<file path="src/weighted_vector_distance_assert.svh">
// ----------------------------------------------------------------------------
// Weighted vector distance assertion macros
// Shared concurrent assertion forms; ASSERT_OFF compiles them away.
// ----------------------------------------------------------------------------
`ifndef WEIGHTED_VECTOR_DISTANCE_ASSERT_SVH
`define WEIGHTED_VECTOR_DISTANCE_ASSERT_SVH
`ifndef ASSERT_OFF
// Condition holds in the same cycle as the trigger.
`define WVD_ASSERT_IMPLIES(label, clk, rst, trig, cond) \
   label: assert property (@(posedge clk) disable iff (rst) (trig) |-> (cond)) \
      else $error("weighted_vector_distance: same-cycle check failed");
// Condition holds in the cycle after the trigger.
`define WVD_ASSERT_NEXT(label, clk, rst, trig, cond) \
   label: assert property (@(posedge clk) disable iff (rst) (trig) |=> (cond)) \
      else $error("weighted_vector_distance: next-cycle check failed");
`else
`define WVD_ASSERT_IMPLIES(label, clk, rst, trig, cond)
`define WVD_ASSERT_NEXT(label, clk, rst, trig, cond)
`endif
`endif

</file>
<file path="src/wvd_pkg.sv">
// ----------------------------------------------------------------------------
// Weighted vector distance package
// Formats, word types, sequencer states and datapath operation codes.
// ----------------------------------------------------------------------------
package wvd_pkg;

   localparam int FRAC_BITS  = 16;
   localparam int COUNT_BITS = 12;

   localparam int VALUE_W  = 32;
   localparam int WVAL_W   = VALUE_W + 1;
   localparam int PROD_W   = 2 * WVAL_W;
   localparam int WEIGHT_W = FRAC_BITS + 1;
   localparam int TOTAL_W  = COUNT_BITS + 1;
   localparam int SQ_W     = 2 * VALUE_W;
   localparam int SUMW_W   = SQ_W + 1;
   localparam int ACC_W    = 62;
   localparam int DIST_W   = 32;

   localparam int DIV_STEPS  = WEIGHT_W;
   localparam int SQRT_STEPS = ACC_W / 2;
   localparam int QR_W       = (DIV_STEPS > SQRT_STEPS) ? DIV_STEPS : SQRT_STEPS;
   localparam int SUB_W      = QR_W + 5;
   localparam int CNT_W      = $clog2(QR_W);

   localparam logic [ACC_W-1:0]    ACC_MAX    = '1;
   localparam logic [WEIGHT_W-1:0] WEIGHT_ONE = {1'b1, {FRAC_BITS{1'b0}}};

   typedef struct packed {
      logic signed [VALUE_W-1:0] value_a;
      logic signed [VALUE_W-1:0] value_b;
      logic [COUNT_BITS-1:0]     members_a;
      logic [COUNT_BITS-1:0]     members_b;
      logic                      first_elem;
      logic                      last_elem;
   } wvd_req_type;

   typedef struct packed {
      logic [DIST_W-1:0] distance;
      logic              saturated;
   } wvd_rsp_type;

   typedef enum logic [3:0] {
      ST_IDLE,
      ST_DIV_A,
      ST_DIV_B,
      ST_MUL_A,
      ST_MUL_B,
      ST_DIFF,
      ST_SQUARE,
      ST_ACCUM,
      ST_SQRT,
      ST_RESP
   } wvd_state_type;

   typedef enum logic [3:0] {
      OP_NONE,
      OP_DIV_A,
      OP_DIV_B,
      OP_MUL_A,
      OP_MUL_B,
      OP_DIFF,
      OP_SQUARE,
      OP_ACCUM,
      OP_SQRT
   } wvd_op_type;

   typedef struct packed {
      wvd_op_type op;
      logic       load;
      logic       first;
      logic       step_first;
      logic       step_last;
   } wvd_ctl_type;

endpackage

</file>
<file path="src/wvd_ctrl.sv">
// ----------------------------------------------------------------------------
// Weighted vector distance sequencer
// Steps the shared datapath through division, weighting, squaring,
// accumulation and the square root, one word at a time.
// ----------------------------------------------------------------------------
`include "weighted_vector_distance_assert.svh"

module wvd_ctrl import wvd_pkg::*; (
   input  logic        clock,
   input  logic        reset,
   input  logic        req_valid,
   output logic        req_stall,
   input  logic        first_elem,
   input  logic        last_elem,
   output logic        rsp_valid,
   input  logic        rsp_stall,
   output wvd_ctl_type ctl
);

   wvd_state_type    state_ff, state_in;
   logic [CNT_W-1:0] cnt_ff, cnt_in;
   logic             last_ff, last_in;
   logic             accept;
   logic             div_done;
   logic             sqrt_done;

   assign accept    = req_valid && !req_stall;
   assign div_done  = (cnt_ff == CNT_W'(DIV_STEPS - 1));
   assign sqrt_done = (cnt_ff == CNT_W'(SQRT_STEPS - 1));

   always_comb begin
      state_in = state_ff;
      unique case (state_ff)
         ST_IDLE: begin
            if (accept) begin
               state_in = first_elem ? ST_DIV_A : ST_MUL_A;
            end
         end
         ST_DIV_A: begin
            if (div_done) begin
               state_in = ST_DIV_B;
            end
         end
         ST_DIV_B: begin
            if (div_done) begin
               state_in = ST_MUL_A;
            end
         end
         ST_MUL_A:  state_in = ST_MUL_B;
         ST_MUL_B:  state_in = ST_DIFF;
         ST_DIFF:   state_in = ST_SQUARE;
         ST_SQUARE: state_in = ST_ACCUM;
         ST_ACCUM:  state_in = last_ff ? ST_SQRT : ST_IDLE;
         ST_SQRT: begin
            if (sqrt_done) begin
               state_in = ST_RESP;
            end
         end
         ST_RESP: begin
            if (!rsp_stall) begin
               state_in = ST_IDLE;
            end
         end
         default: state_in = ST_IDLE;
      endcase
   end

   always_comb begin
      if (state_in != state_ff) begin
         cnt_in = '0;
      end else if (state_ff == ST_DIV_A || state_ff == ST_DIV_B || state_ff == ST_SQRT) begin
         cnt_in = cnt_ff + 1'b1;
      end else begin
         cnt_in = cnt_ff;
      end
      last_in = accept ? last_elem : last_ff;
   end

   always_comb begin
      req_stall      = (state_ff != ST_IDLE);
      rsp_valid      = (state_ff == ST_RESP);
      ctl.op         = OP_NONE;
      ctl.load       = accept;
      ctl.first      = accept && first_elem;
      ctl.step_first = (cnt_ff == '0);
      ctl.step_last  = 1'b0;
      unique case (state_ff)
         ST_DIV_A: begin
            ctl.op        = OP_DIV_A;
            ctl.step_last = div_done;
         end
         ST_DIV_B: begin
            ctl.op        = OP_DIV_B;
            ctl.step_last = div_done;
         end
         ST_MUL_A:  ctl.op = OP_MUL_A;
         ST_MUL_B:  ctl.op = OP_MUL_B;
         ST_DIFF:   ctl.op = OP_DIFF;
         ST_SQUARE: ctl.op = OP_SQUARE;
         ST_ACCUM:  ctl.op = OP_ACCUM;
         ST_SQRT: begin
            ctl.op        = OP_SQRT;
            ctl.step_last = sqrt_done;
         end
         default:   ctl.op = OP_NONE;
      endcase
   end

   always_ff @(posedge clock) begin
      if (reset) begin
         state_ff <= ST_IDLE;
         cnt_ff   <= '0;
         last_ff  <= 1'b0;
      end else begin
         state_ff <= state_in;
         cnt_ff   <= cnt_in;
         last_ff  <= last_in;
      end
   end

   `WVD_ASSERT_NEXT(a_first_word_divides, clock, reset, accept && first_elem, state_ff == ST_DIV_A)
   `WVD_ASSERT_IMPLIES(a_div_count_bound, clock, reset, state_ff == ST_DIV_A || state_ff == ST_DIV_B, cnt_ff < CNT_W'(DIV_STEPS))
   `WVD_ASSERT_NEXT(a_root_then_resp, clock, reset, state_ff == ST_SQRT && sqrt_done, state_ff == ST_RESP)

endmodule

</file>
<file path="src/wvd_datapath.sv">
// ----------------------------------------------------------------------------
// Weighted vector distance datapath
// One shared multiplier and one shared trial subtractor; the subtractor
// serves the restoring weight division and the digit-by-digit square root.
// ----------------------------------------------------------------------------
`include "weighted_vector_distance_assert.svh"

module wvd_datapath import wvd_pkg::*; (
   input  logic        clock,
   input  logic        reset,
   input  wvd_ctl_type ctl,
   input  wvd_req_type req_data,
   output wvd_rsp_type rsp_data
);

   wvd_req_type          item_ff, item_in;
   logic [WEIGHT_W-1:0]  wa_ff, wa_in;
   logic [WEIGHT_W-1:0]  wb_ff, wb_in;
   logic [ACC_W-1:0]     sum_ff, sum_in;
   logic                 ovf_ff, ovf_in;
   logic [SUB_W-1:0]     rem_ff, rem_in;
   logic [QR_W-1:0]      qr_ff, qr_in;
   logic [ACC_W-1:0]     src_ff, src_in;
   logic [WVAL_W-1:0]    wt_a_ff, wt_a_in;
   logic [WVAL_W-1:0]    wt_b_ff, wt_b_in;
   logic [WVAL_W-1:0]    mag_ff, mag_in;
   logic [SQ_W-1:0]      sq_ff, sq_in;
   logic                 big_ff, big_in;
   wvd_rsp_type          rsp_ff, rsp_in;

   logic [COUNT_BITS-1:0]    own;
   logic [TOTAL_W-1:0]       total;
   logic [SUB_W-1:0]         rem_base;
   logic [SUB_W-1:0]         sub_b;
   logic [SUB_W:0]           sub_d;
   logic                     ge;
   logic [QR_W-1:0]          qr_cur;
   logic [QR_W-1:0]          qr_next;
   logic signed [WVAL_W-1:0] mul_x;
   logic signed [WVAL_W-1:0] mul_y;
   logic signed [PROD_W-1:0] prod;
   logic [WVAL_W-1:0]        weighted;
   logic [WVAL_W:0]          diff;
   logic [WVAL_W:0]          diff_abs;
   logic [SUMW_W-1:0]        sum_wide;
   logic                     sat;

   assign own   = (ctl.op == OP_DIV_B) ? item_ff.members_b : item_ff.members_a;
   assign total = {1'b0, item_ff.members_a} + {1'b0, item_ff.members_b};

   // Shared trial subtractor: divisor for the division, trial root for the sqrt.
   always_comb begin
      qr_cur = ctl.step_first ? '0 : qr_ff;
      if (ctl.op == OP_SQRT) begin
         rem_base = ctl.step_first ? SUB_W'(sum_ff[ACC_W-1 -: 2])
                                   : {rem_ff[SUB_W-3:0], src_ff[ACC_W-1 -: 2]};
         sub_b    = SUB_W'({qr_cur, 2'b01});
      end else begin
         rem_base = ctl.step_first ? SUB_W'(own) : {rem_ff[SUB_W-2:0], 1'b0};
         sub_b    = SUB_W'(total);
      end
      sub_d   = {1'b0, rem_base} - {1'b0, sub_b};
      ge      = !sub_d[SUB_W];
      qr_next = {qr_cur[QR_W-2:0], ge};
   end

   // Shared multiplier: element times weight, or magnitude squared.
   always_comb begin
      unique case (ctl.op)
         OP_MUL_A: begin
            mul_x = {item_ff.value_a[VALUE_W-1], item_ff.value_a};
            mul_y = {{(WVAL_W - WEIGHT_W){1'b0}}, wa_ff};
         end
         OP_MUL_B: begin
            mul_x = {item_ff.value_b[VALUE_W-1], item_ff.value_b};
            mul_y = {{(WVAL_W - WEIGHT_W){1'b0}}, wb_ff};
         end
         default: begin
            mul_x = {1'b0, mag_ff[VALUE_W-1:0]};
            mul_y = {1'b0, mag_ff[VALUE_W-1:0]};
         end
      endcase
      prod = mul_x * mul_y;
      // The arithmetic shift floors toward minus infinity.
      weighted = prod[FRAC_BITS +: WVAL_W];
   end

   always_comb begin
      diff     = {wt_a_ff[WVAL_W-1], wt_a_ff} - {wt_b_ff[WVAL_W-1], wt_b_ff};
      diff_abs = diff[WVAL_W] ? (~diff + 1'b1) : diff;
      sum_wide = SUMW_W'(sum_ff) + {1'b0, sq_ff};
      sat      = big_ff || (sum_wide[SUMW_W-1:ACC_W] != '0);
   end

   always_comb begin
      item_in = ctl.load ? req_data : item_ff;
      wa_in   = wa_ff;
      wb_in   = wb_ff;
      sum_in  = sum_ff;
      ovf_in  = ovf_ff;
      rem_in  = rem_ff;
      qr_in   = qr_ff;
      src_in  = src_ff;
      wt_a_in = wt_a_ff;
      wt_b_in = wt_b_ff;
      mag_in  = mag_ff;
      sq_in   = sq_ff;
      big_in  = big_ff;
      rsp_in  = rsp_ff;
      if (ctl.first) begin
         sum_in = '0;
         ovf_in = 1'b0;
      end
      unique case (ctl.op)
         OP_DIV_A, OP_DIV_B: begin
            rem_in = ge ? sub_d[SUB_W-1:0] : rem_base;
            qr_in  = qr_next;
            if (ctl.step_last) begin
               if (ctl.op == OP_DIV_A) begin
                  wa_in = (total == '0) ? '0 : qr_next[WEIGHT_W-1:0];
               end else begin
                  wb_in = (total == '0) ? '0 : qr_next[WEIGHT_W-1:0];
               end
            end
         end
         OP_MUL_A:  wt_a_in = weighted;
         OP_MUL_B:  wt_b_in = weighted;
         OP_DIFF:   mag_in  = diff_abs[WVAL_W-1:0];
         OP_SQUARE: begin
            sq_in  = prod[SQ_W-1:0];
            // A magnitude of exactly two to the word width squares past the limit.
            big_in = mag_ff[VALUE_W];
         end
         OP_ACCUM: begin
            if (sat) begin
               sum_in = ACC_MAX;
               ovf_in = 1'b1;
            end else begin
               sum_in = sum_wide[ACC_W-1:0];
            end
         end
         OP_SQRT: begin
            rem_in = ge ? sub_d[SUB_W-1:0] : rem_base;
            qr_in  = qr_next;
            src_in = ctl.step_first ? {sum_ff[ACC_W-3:0], 2'b00} : {src_ff[ACC_W-3:0], 2'b00};
            if (ctl.step_last) begin
               rsp_in.distance  = DIST_W'(qr_next);
               rsp_in.saturated = ovf_ff;
               sum_in           = '0;
               ovf_in           = 1'b0;
            end
         end
         default: begin
         end
      endcase
   end

   always_ff @(posedge clock) begin
      if (reset) begin
         wa_ff  <= '0;
         wb_ff  <= '0;
         sum_ff <= '0;
         ovf_ff <= 1'b0;
      end else begin
         wa_ff  <= wa_in;
         wb_ff  <= wb_in;
         sum_ff <= sum_in;
         ovf_ff <= ovf_in;
      end
   end

   always_ff @(posedge clock) begin
      item_ff <= item_in;
      rem_ff  <= rem_in;
      qr_ff   <= qr_in;
      src_ff  <= src_in;
      wt_a_ff <= wt_a_in;
      wt_b_ff <= wt_b_in;
      mag_ff  <= mag_in;
      sq_ff   <= sq_in;
      big_ff  <= big_in;
      rsp_ff  <= rsp_in;
   end

   assign rsp_data = rsp_ff;

   `WVD_ASSERT_IMPLIES(a_ovf_means_full, clock, reset, ovf_ff, sum_ff == ACC_MAX)
   `WVD_ASSERT_IMPLIES(a_weights_bounded, clock, reset, 1'b1, wa_ff <= WEIGHT_ONE && wb_ff <= WEIGHT_ONE)

endmodule

</file>
<file path="src/weighted_vector_distance.sv">
// ----------------------------------------------------------------------------
// Weighted vector distance
// Weighted Euclidean distance of two cluster vectors, streamed one element
// pair per word, with a floor square root on the last pair.
//
//   Channel   Handshake             Payload
//   req       req_valid/req_stall   wvd_req_type (elements, counts, marks)
//   rsp       rsp_valid/rsp_stall   wvd_rsp_type (distance, saturated)
//
// A middle pair steps through accept, two multiplies, difference, square
// and accumulate; the two multiplies and the square share the one multiplier.
// A first pair adds the two weight divisions before the multiplies.
// A last pair adds the square root and then a response state.
// req_stall is high from accept until the word is finished and any result
// has been taken; reset is synchronous and clears weights and the sum.
// ----------------------------------------------------------------------------
module weighted_vector_distance import wvd_pkg::*; (
   input  logic        clock,
   input  logic        reset,
   input  logic        req_valid,
   output logic        req_stall,
   input  wvd_req_type req_data,
   output logic        rsp_valid,
   input  logic        rsp_stall,
   output wvd_rsp_type rsp_data
);

   wvd_ctl_type ctl;

   wvd_ctrl u_ctrl (
      .clock      (clock),
      .reset      (reset),
      .req_valid  (req_valid),
      .req_stall  (req_stall),
      .first_elem (req_data.first_elem),
      .last_elem  (req_data.last_elem),
      .rsp_valid  (rsp_valid),
      .rsp_stall  (rsp_stall),
      .ctl        (ctl)
   );

   wvd_datapath u_datapath (
      .clock    (clock),
      .reset    (reset),
      .ctl      (ctl),
      .req_data (req_data),
      .rsp_data (rsp_data)
   );

endmodule
</file>
<file path="config.mk">
export PLATFORM = sky130hd
export DESIGN_NAME = weighted_vector_distance
export DESIGN_NICKNAME = d
export VERILOG_FILES = /design/src/wvd_pkg.sv /design/src/wvd_ctrl.sv /design/src/wvd_datapath.sv /design/src/weighted_vector_distance.sv
export VERILOG_INCLUDE_DIRS = /design/src /design/src/src
export SDC_FILE = /design/constraint.sdc
export NUM_CORES = 2
export LEC_CHECK = 0
export BUFFER_PORTS_ARGS = -buffer_cell sky130_fd_sc_hd__buf_2
export CORE_MARGIN = 5
export CORE_UTILIZATION = 54
export CTS_CLUSTER_SIZE = 10
export DETAILED_ROUTE_END_ITERATION = 10
export PLACE_DENSITY = 0.73
export SLEW_MARGIN = 10
export SYNTH_ARGS = -nofsm -noshare
export SYNTH_HDL_FRONTEND = slang
export SYNTH_SLANG_ARGS = --single-unit
export TNS_END_PERCENT = 5
</file>
<file path="constraint.sdc">
create_clock -name clock -period 10.4 [get_ports clock]
set_clock_uncertainty 0.1 [all_clocks]
set_input_delay 1.56 -clock clock [delete_from_list [all_inputs] [get_ports clock]]
set_output_delay 1.56 -clock clock [all_outputs]
set_load 0.01 [all_outputs]
</file>
# Yosys cells after proc, flatten, opt, wreduce, memory -nomap -nowiden
# Cells that the tools add are included.
# totals
ff_bits,519
latch_bits,0
ram_bits,0
romBits,0
inputBits,94
output_inout_bits,35
elab_cells,99
mem_count,0
# classes
add_sub_neg,6
mul,1
div_mod_pow,0
n_lt_le_gt_ge,0
eq_ne,20
shift,0
mux,30
bitwise_logic,2
reduce_logical,19
# ops
operator,n
$mux 62,4
$pmux 62 s2,1
$mux 36,3
$mux 33,2
$pmux 33 s2,1
$add 62x64->65,1
$mul 33x33->64,1
$pmux 32 s2,1
$pmux 4 s10,1
$sub 36x33->37,1
$mux 35,1
$sub 33x33->34,1
$add 33x1->33 const B,1
$not 33->33,1
$eq 4x3->1 const B,8
$pmux 4 s8,1
$mux 31,1
$mux 4,6
$mux 17,1
$eq 4x2->1 const B,4
$add 12x12->13,1
$logic_not 13->1,1
$eq 4x4->1 const B,3
$mux 12,1
other kinds (19),31

# Longest topological paths before layout
# depth
word_depth,9
depth_mapped,40
mapped_depth_nobuf,35

# Cells and area by module
# Synthesis repeated with hierarchy kept, for this count alone.
# unflattened
cells_unflattened,6515
hier_area_um2,63286.9
# modules_own_cells
module,n_inst,cells_each,area_per_inst_um2,seq_area_each_um2
wvd_datapath,1,6430,62581.3,14253.7
wvd_ctrl,1,85,705.7,200.2

# Worst setup path after synthesis
# No wires, ideal clock.
# synth_path
path_type,reg2reg
start,register u_ctrl.state_ff[3]
end,register u_datapath.sq_ff[60] (data pin)
setup_time_ps,259
arrival_ps,10052
required_time_ps,10041
path_slack_ps,-11
stages_incl_launch_ff,36
n_path_buf,5
period_less_slack_ps,10411
path_cell_list,dfxtp_1 -> clkbuf_1 -> nand2b_1 -> nor3_1 -> clkbuf_1 -> clkbuf_1 -> buf_1 -> a221o_1 -> clkbuf_1 -> nand2_1 -> fa_1 -> inv_1 -> fa_1 -> fa_1 -> inv_1 -> fa_1 -> inv_1 -> fa_1 -> fa_1 -> fa_1 -> inv_1 -> fa_1 -> inv_1 -> ha_1 -> nand2_1 -> or3_1 -> a2111oi_0 -> nand3_1 -> a21oi_2 -> a31oi_1 -> a311o_1 -> o21ai_1 -> nand4_1 -> o21ai_1 -> a21oi_1 -> xnor2_1
# synth_via
elab_chain_len,5
elab_cells_between_ends,14
cone_classes,mul (1); eq/ne (10); mux (3)
# synth_lines
item,line,source
"start, declared",wvd_ctrl.sv:20,"wvd_state_type state_ff, state_in;"
"start signal, assigned",wvd_ctrl.sv:115,state_ff <= state_in;
$eq 4x4->1 (tied with other cells),wvd_ctrl.sv:87,unique case (state_ff)
$pmux 4 s8 (*),wvd_ctrl.sv:87,
$eq 4x3->1 or $eq 4x2->1 (tied branches),wvd_datapath.sv:69,unique case (ctl.op)
$pmux 33 s2 or $pmux 32 s2 (tied branches),wvd_datapath.sv:69,
$mul 33x33->64 (*),wvd_datapath.sv:83,prod = mul_x * mul_y;
via u_datapath.prod[60],wvd_datapath.sv:41,logic signed [PROD_W-1:0] prod;
"end signal, assigned",wvd_datapath.sv:180,sq_ff <= sq_in;
"end, declared",wvd_datapath.sv:27,"logic [SQ_W-1:0] sq_ff, sq_in;"
# Mark *: on every way through the listed nets, which the timed path passes. The rest lies on a longest branch.
# A chain may end at the register's enable or synchronous reset.

# Worst setup path in the final report
# layout_path
start,register u_ctrl.state_ff[1]
end,register u_datapath.sq_ff[62] (data pin)
# The elaborated chain is that of the path after synthesis.

==> results.txt <==
----------------------------------------------------
[Worst hold path]
  Tightest Hold Check Type ... reg2reg

[Placed design]
  Post-detail-place hpwl ... 162000 um
  Post-Place Worst Slack ... 136 ps
  DP Cell Count ... 8323
  Global placer's final weighted congestion ... 0.983
  Number of port buffers ... 127

[STA]
  Max-Slew Margin vs Limit ... 26.6%
  Final-report max-slew violation count ... 0
  Setup violation total in the final timing report ... 0
  Transition at the pin with the smallest max-transition slack ... 1100 ps
  Final period utilization ... 96.2%
  Maximum frequency from static timing analysis ... 0.0999 GHz
  Post-layout min period ... 10010 ps
  Final worst slack ... 392 ps
  Unrepaired setup endpoints after global routing ... false
  Final Hold Vio Count ... 0
  Accumulated negative setup slack ... 0 ps

[Logic synthesis]
  Post-synthesis xor/xnor area fraction ... 3.22%
  Number of distinct standard cells referenced by the synthesized netlist ... between 90 and 100
  Sequential-to-total area share from yosys stat ... 22.9%
  Per-instance average area after synthesis ... 9.39 um^2
  Post-synthesis adder-cell area fraction ... 41.3%
  Main synth FF type ... sky130_fd_sc_hd__edfxtp_1
  Cell area after technology mapping ... 63200 um^2
  Share of async-settable or async-resettable flops after synthesis ... 0%
  Fraction of the mapped netlist area in compound gates ... 9.09%
  Simple logic cell fraction of the synthesized area ... 13.9%
  Largest family of logic cells by synthesized area ... adder cells
  Number of warnings reported in the yosys synthesis log ... 0
  Number of instances in the synthesized netlist ... 6731
  Multiplexer share of the synthesized area ... less than 1%
  Number of enable flip-flop cells after synthesis ... 410
  Count of state elements after synthesis ... 517

[Clock tree]
  Clock slew at reported path FFs ... approximately 50 ps
  Root buffer cell ... sky130_fd_sc_hd__clkbuf_16
  CTS hold repair buffers ... 0
  Number of buffers created by CTS ... 61
  Number of buffers on the longest clock path ... 3
  Clock latency at the later pin of the worst-skew pair ... 650 ps
  Clock net sink count ... 517
  Clock tree from TritonCTS ... done
  CTS H-tree depth ... 2

[Critical path]
  Kind of critical path ... reg2reg
  Worst Setup End Kind ... register
  Delay of the slowest cell on the worst path ... 740 ps
  Startpoint types ... register
  WP data required ... 10660 ps
  Data arrival time at the worst-slack endpoint ... 10270 ps
  Slowest cell on the critical path ... sky130_fd_sc_hd__fa_1
  Buf/Inv on CP ... 7
  Cell repeated most along the worst path ... sky130_fd_sc_hd__fa_1
  CP top delay family ... adder cells
  Maximum fanout along the worst path ... 35

[Finish]
  Number of nets in the finished design ... approximately 8400
  Commonest non-fill, non-tap cells in the layout ... sky130_fd_sc_hd__inv_1, sky130_fd_sc_hd__fa_1, sky130_fd_sc_hd__nand2_1, sky130_fd_sc_hd__nor2_1, sky130_fd_sc_hd__edfxtp_1
  Post-layout instance count excluding filler cells ... 8439
  Most common library cell in the layout ignoring fill and taps ... sky130_fd_sc_hd__inv_1
  Share of post-route cells with drive strength above 1 ... under 10%
  Area added between synthesis and finish ... 8.41%

[Global routing]
  Via count of the first global-routing pass ... 50893
  Total routing usage reported by global routing ... around a third
  First-pass GRT wire length ... 302000 um
  Gr ovfl total ... 0
  Number of antenna violations at the first check in global routing ... 7
  Maximum number of pins on one net before global-route repair ... 72

[Detailed routing]
  Violation count after the first detailed-routing iteration ... between 4000 and 5000
  DRT Pass-1 Iters ... 6
  Via count normalized by instance count ... 5.74
  Final routed wire length divided by cell count ... 23.3 um
  Aggregate routed wire length ... 197000 um
  Vias ... between 40000 and 50000
  Post-route DRC ... 0
  Number of nets with antenna violations after routing ... 0

[Job]
  Max-cap check violation count ... 0

[Floorplan]
  Total I/O pin count ... 129
  Area of the die ... between 100000 and 150000 um^2
  Initial cell density of the core ... 54.4%
  Core area ... 116000 um^2
  Overall die width ... 352 um
  Die extent in y ... between 300 and 400 um
  Total number of placement rows ... between 100 and 150

[Outcome]
  Status ... finished clean

----------------------------------------------------
[registers in the layout (all words and copies together), names as in the netlist, 4 cells and up]
register and cells:
u_datapath.wt_a_ff 33, u_datapath.wb_ff 17, u_datapath.item_ff 88, u_datapath.src_ff 60, u_datapath.wa_ff 17, u_datapath.rem_ff 35
u_datapath.qr_ff 31, u_datapath.sum_ff 62, u_datapath.mag_ff 33, u_ctrl.cnt_ff 5, u_datapath.sq_ff 64, u_datapath.wt_b_ff 33
u_ctrl.state_ff 4, u_datapath.rsp_data 32
[worst paths after layout]
check	from	end	slack, ps	cells past startpoint
min reg2reg	u_datapath.mag_ff[32]$_DFFE_PN_	u_datapath.big_ff$_DFFE_PN_	330	0
max reg2reg	u_ctrl.state_ff[1]$_SDFF_PP0_	u_datapath.sq_ff[62]$_DFFE_PN_	390	33
min	u_datapath.mag_ff[32]$_DFFE_PN_	u_datapath.big_ff$_DFFE_PN_	330	0
max	u_ctrl.state_ff[1]$_SDFF_PP0_	u_datapath.sq_ff[62]$_DFFE_PN_	390	33
[cell type report]
| cell class | count | area (um^2) |
|---|---|---|
| diodes | 2 | 5.00 |
| clock buffers | 105 | 1780 |
| clock inverters | 7 | 51.3 |
| fillers | 10106 | 47700 |
| inverters | 1227 | 4610 |
| multi-input cells | 4708 | 43300 |
| flip-flops and latches | 517 | 14500 |
| well taps | 1524 | 1910 |
| repair buffers | 349 | 2420 |
[per-layer routing]
layer | vias up | share of wire (%) | global-route usage, %
li1 | 21333 | - | -
met1 | 24502 | 38 | 41.1
met2 | 2097 | 47 | 52.5
met3 | 539 | 8.5 | 6.09
met4 | 4 | 5.8 | 15.2
met5 | - | 0.014 | 0
[what timing repair did]
item | CTS | global route
setup endpoints to repair | 0 | 29
resized for setup | 0 | 16
buffers inserted | 0 | 1
[metrics by stage]
stage          util [%]  hold WS, ps  instance area, um^2
6_report           59.0          331                68500
3_3_place_gp       57.3          320                66600
3_5_place_dp       57.3          318                66600
2_1_floorplan         -          300                63300
5_1_grt            59.0          349                68500
4_1_cts            58.9          331                68400
[synth_stat cells (20+ instances only)]
| master | number | share of area (%) |
|---|---|---|
| sky130_fd_sc_hd__a211oi_1 | 23 | 0.27 |
| sky130_fd_sc_hd__a21o_1 | 72 | 0.86 |
| sky130_fd_sc_hd__a21oi_1 | 335 | 2.7 |
| sky130_fd_sc_hd__a22oi_1 | 35 | 0.42 |
| sky130_fd_sc_hd__and2_1 | 64 | 0.63 |
| sky130_fd_sc_hd__and3_1 | 23 | 0.23 |
| sky130_fd_sc_hd__buf_1 | 24 | 0.14 |
| sky130_fd_sc_hd__clkbuf_1 | 258 | 1.5 |
| sky130_fd_sc_hd__dfxtp_1 | 107 | 3.4 |
| sky130_fd_sc_hd__edfxtp_1 | 410 | 19 |
| sky130_fd_sc_hd__fa_1 | 1097 | 35 |
| sky130_fd_sc_hd__ha_1 | 329 | 6.5 |
| sky130_fd_sc_hd__inv_1 | 1219 | 7.2 |
| sky130_fd_sc_hd__nand2_1 | 888 | 5.3 |
| sky130_fd_sc_hd__nand2b_1 | 47 | 0.47 |
| sky130_fd_sc_hd__nand3_1 | 44 | 0.35 |
| sky130_fd_sc_hd__nand4_1 | 34 | 0.34 |
| sky130_fd_sc_hd__nor2_1 | 840 | 5.0 |
| sky130_fd_sc_hd__nor2b_1 | 27 | 0.27 |
| sky130_fd_sc_hd__nor3_1 | 33 | 0.26 |
| sky130_fd_sc_hd__o211ai_1 | 20 | 0.24 |
| sky130_fd_sc_hd__o21a_1 | 39 | 0.46 |
| sky130_fd_sc_hd__o21ai_0 | 159 | 1.3 |
| sky130_fd_sc_hd__o21bai_1 | 31 | 0.37 |
| sky130_fd_sc_hd__or3_1 | 42 | 0.42 |
| sky130_fd_sc_hd__xnor2_1 | 148 | 2.1 |
| sky130_fd_sc_hd__xor2_1 | 84 | 1.2 |
[kinds of logic after synthesis]
kind of cell,count (synthesis)
AOI/OAI and AO/OA,897
xor gates and xnor gates,232
adders and majority gates,1426
buffers and inverters,1530
DFF,517
muxes,30
other,2
and+or+nand+nor,2097
Power is not shown: default switching activity piles up to over one toggle a cycle in this logic, so the estimate is an artifact.
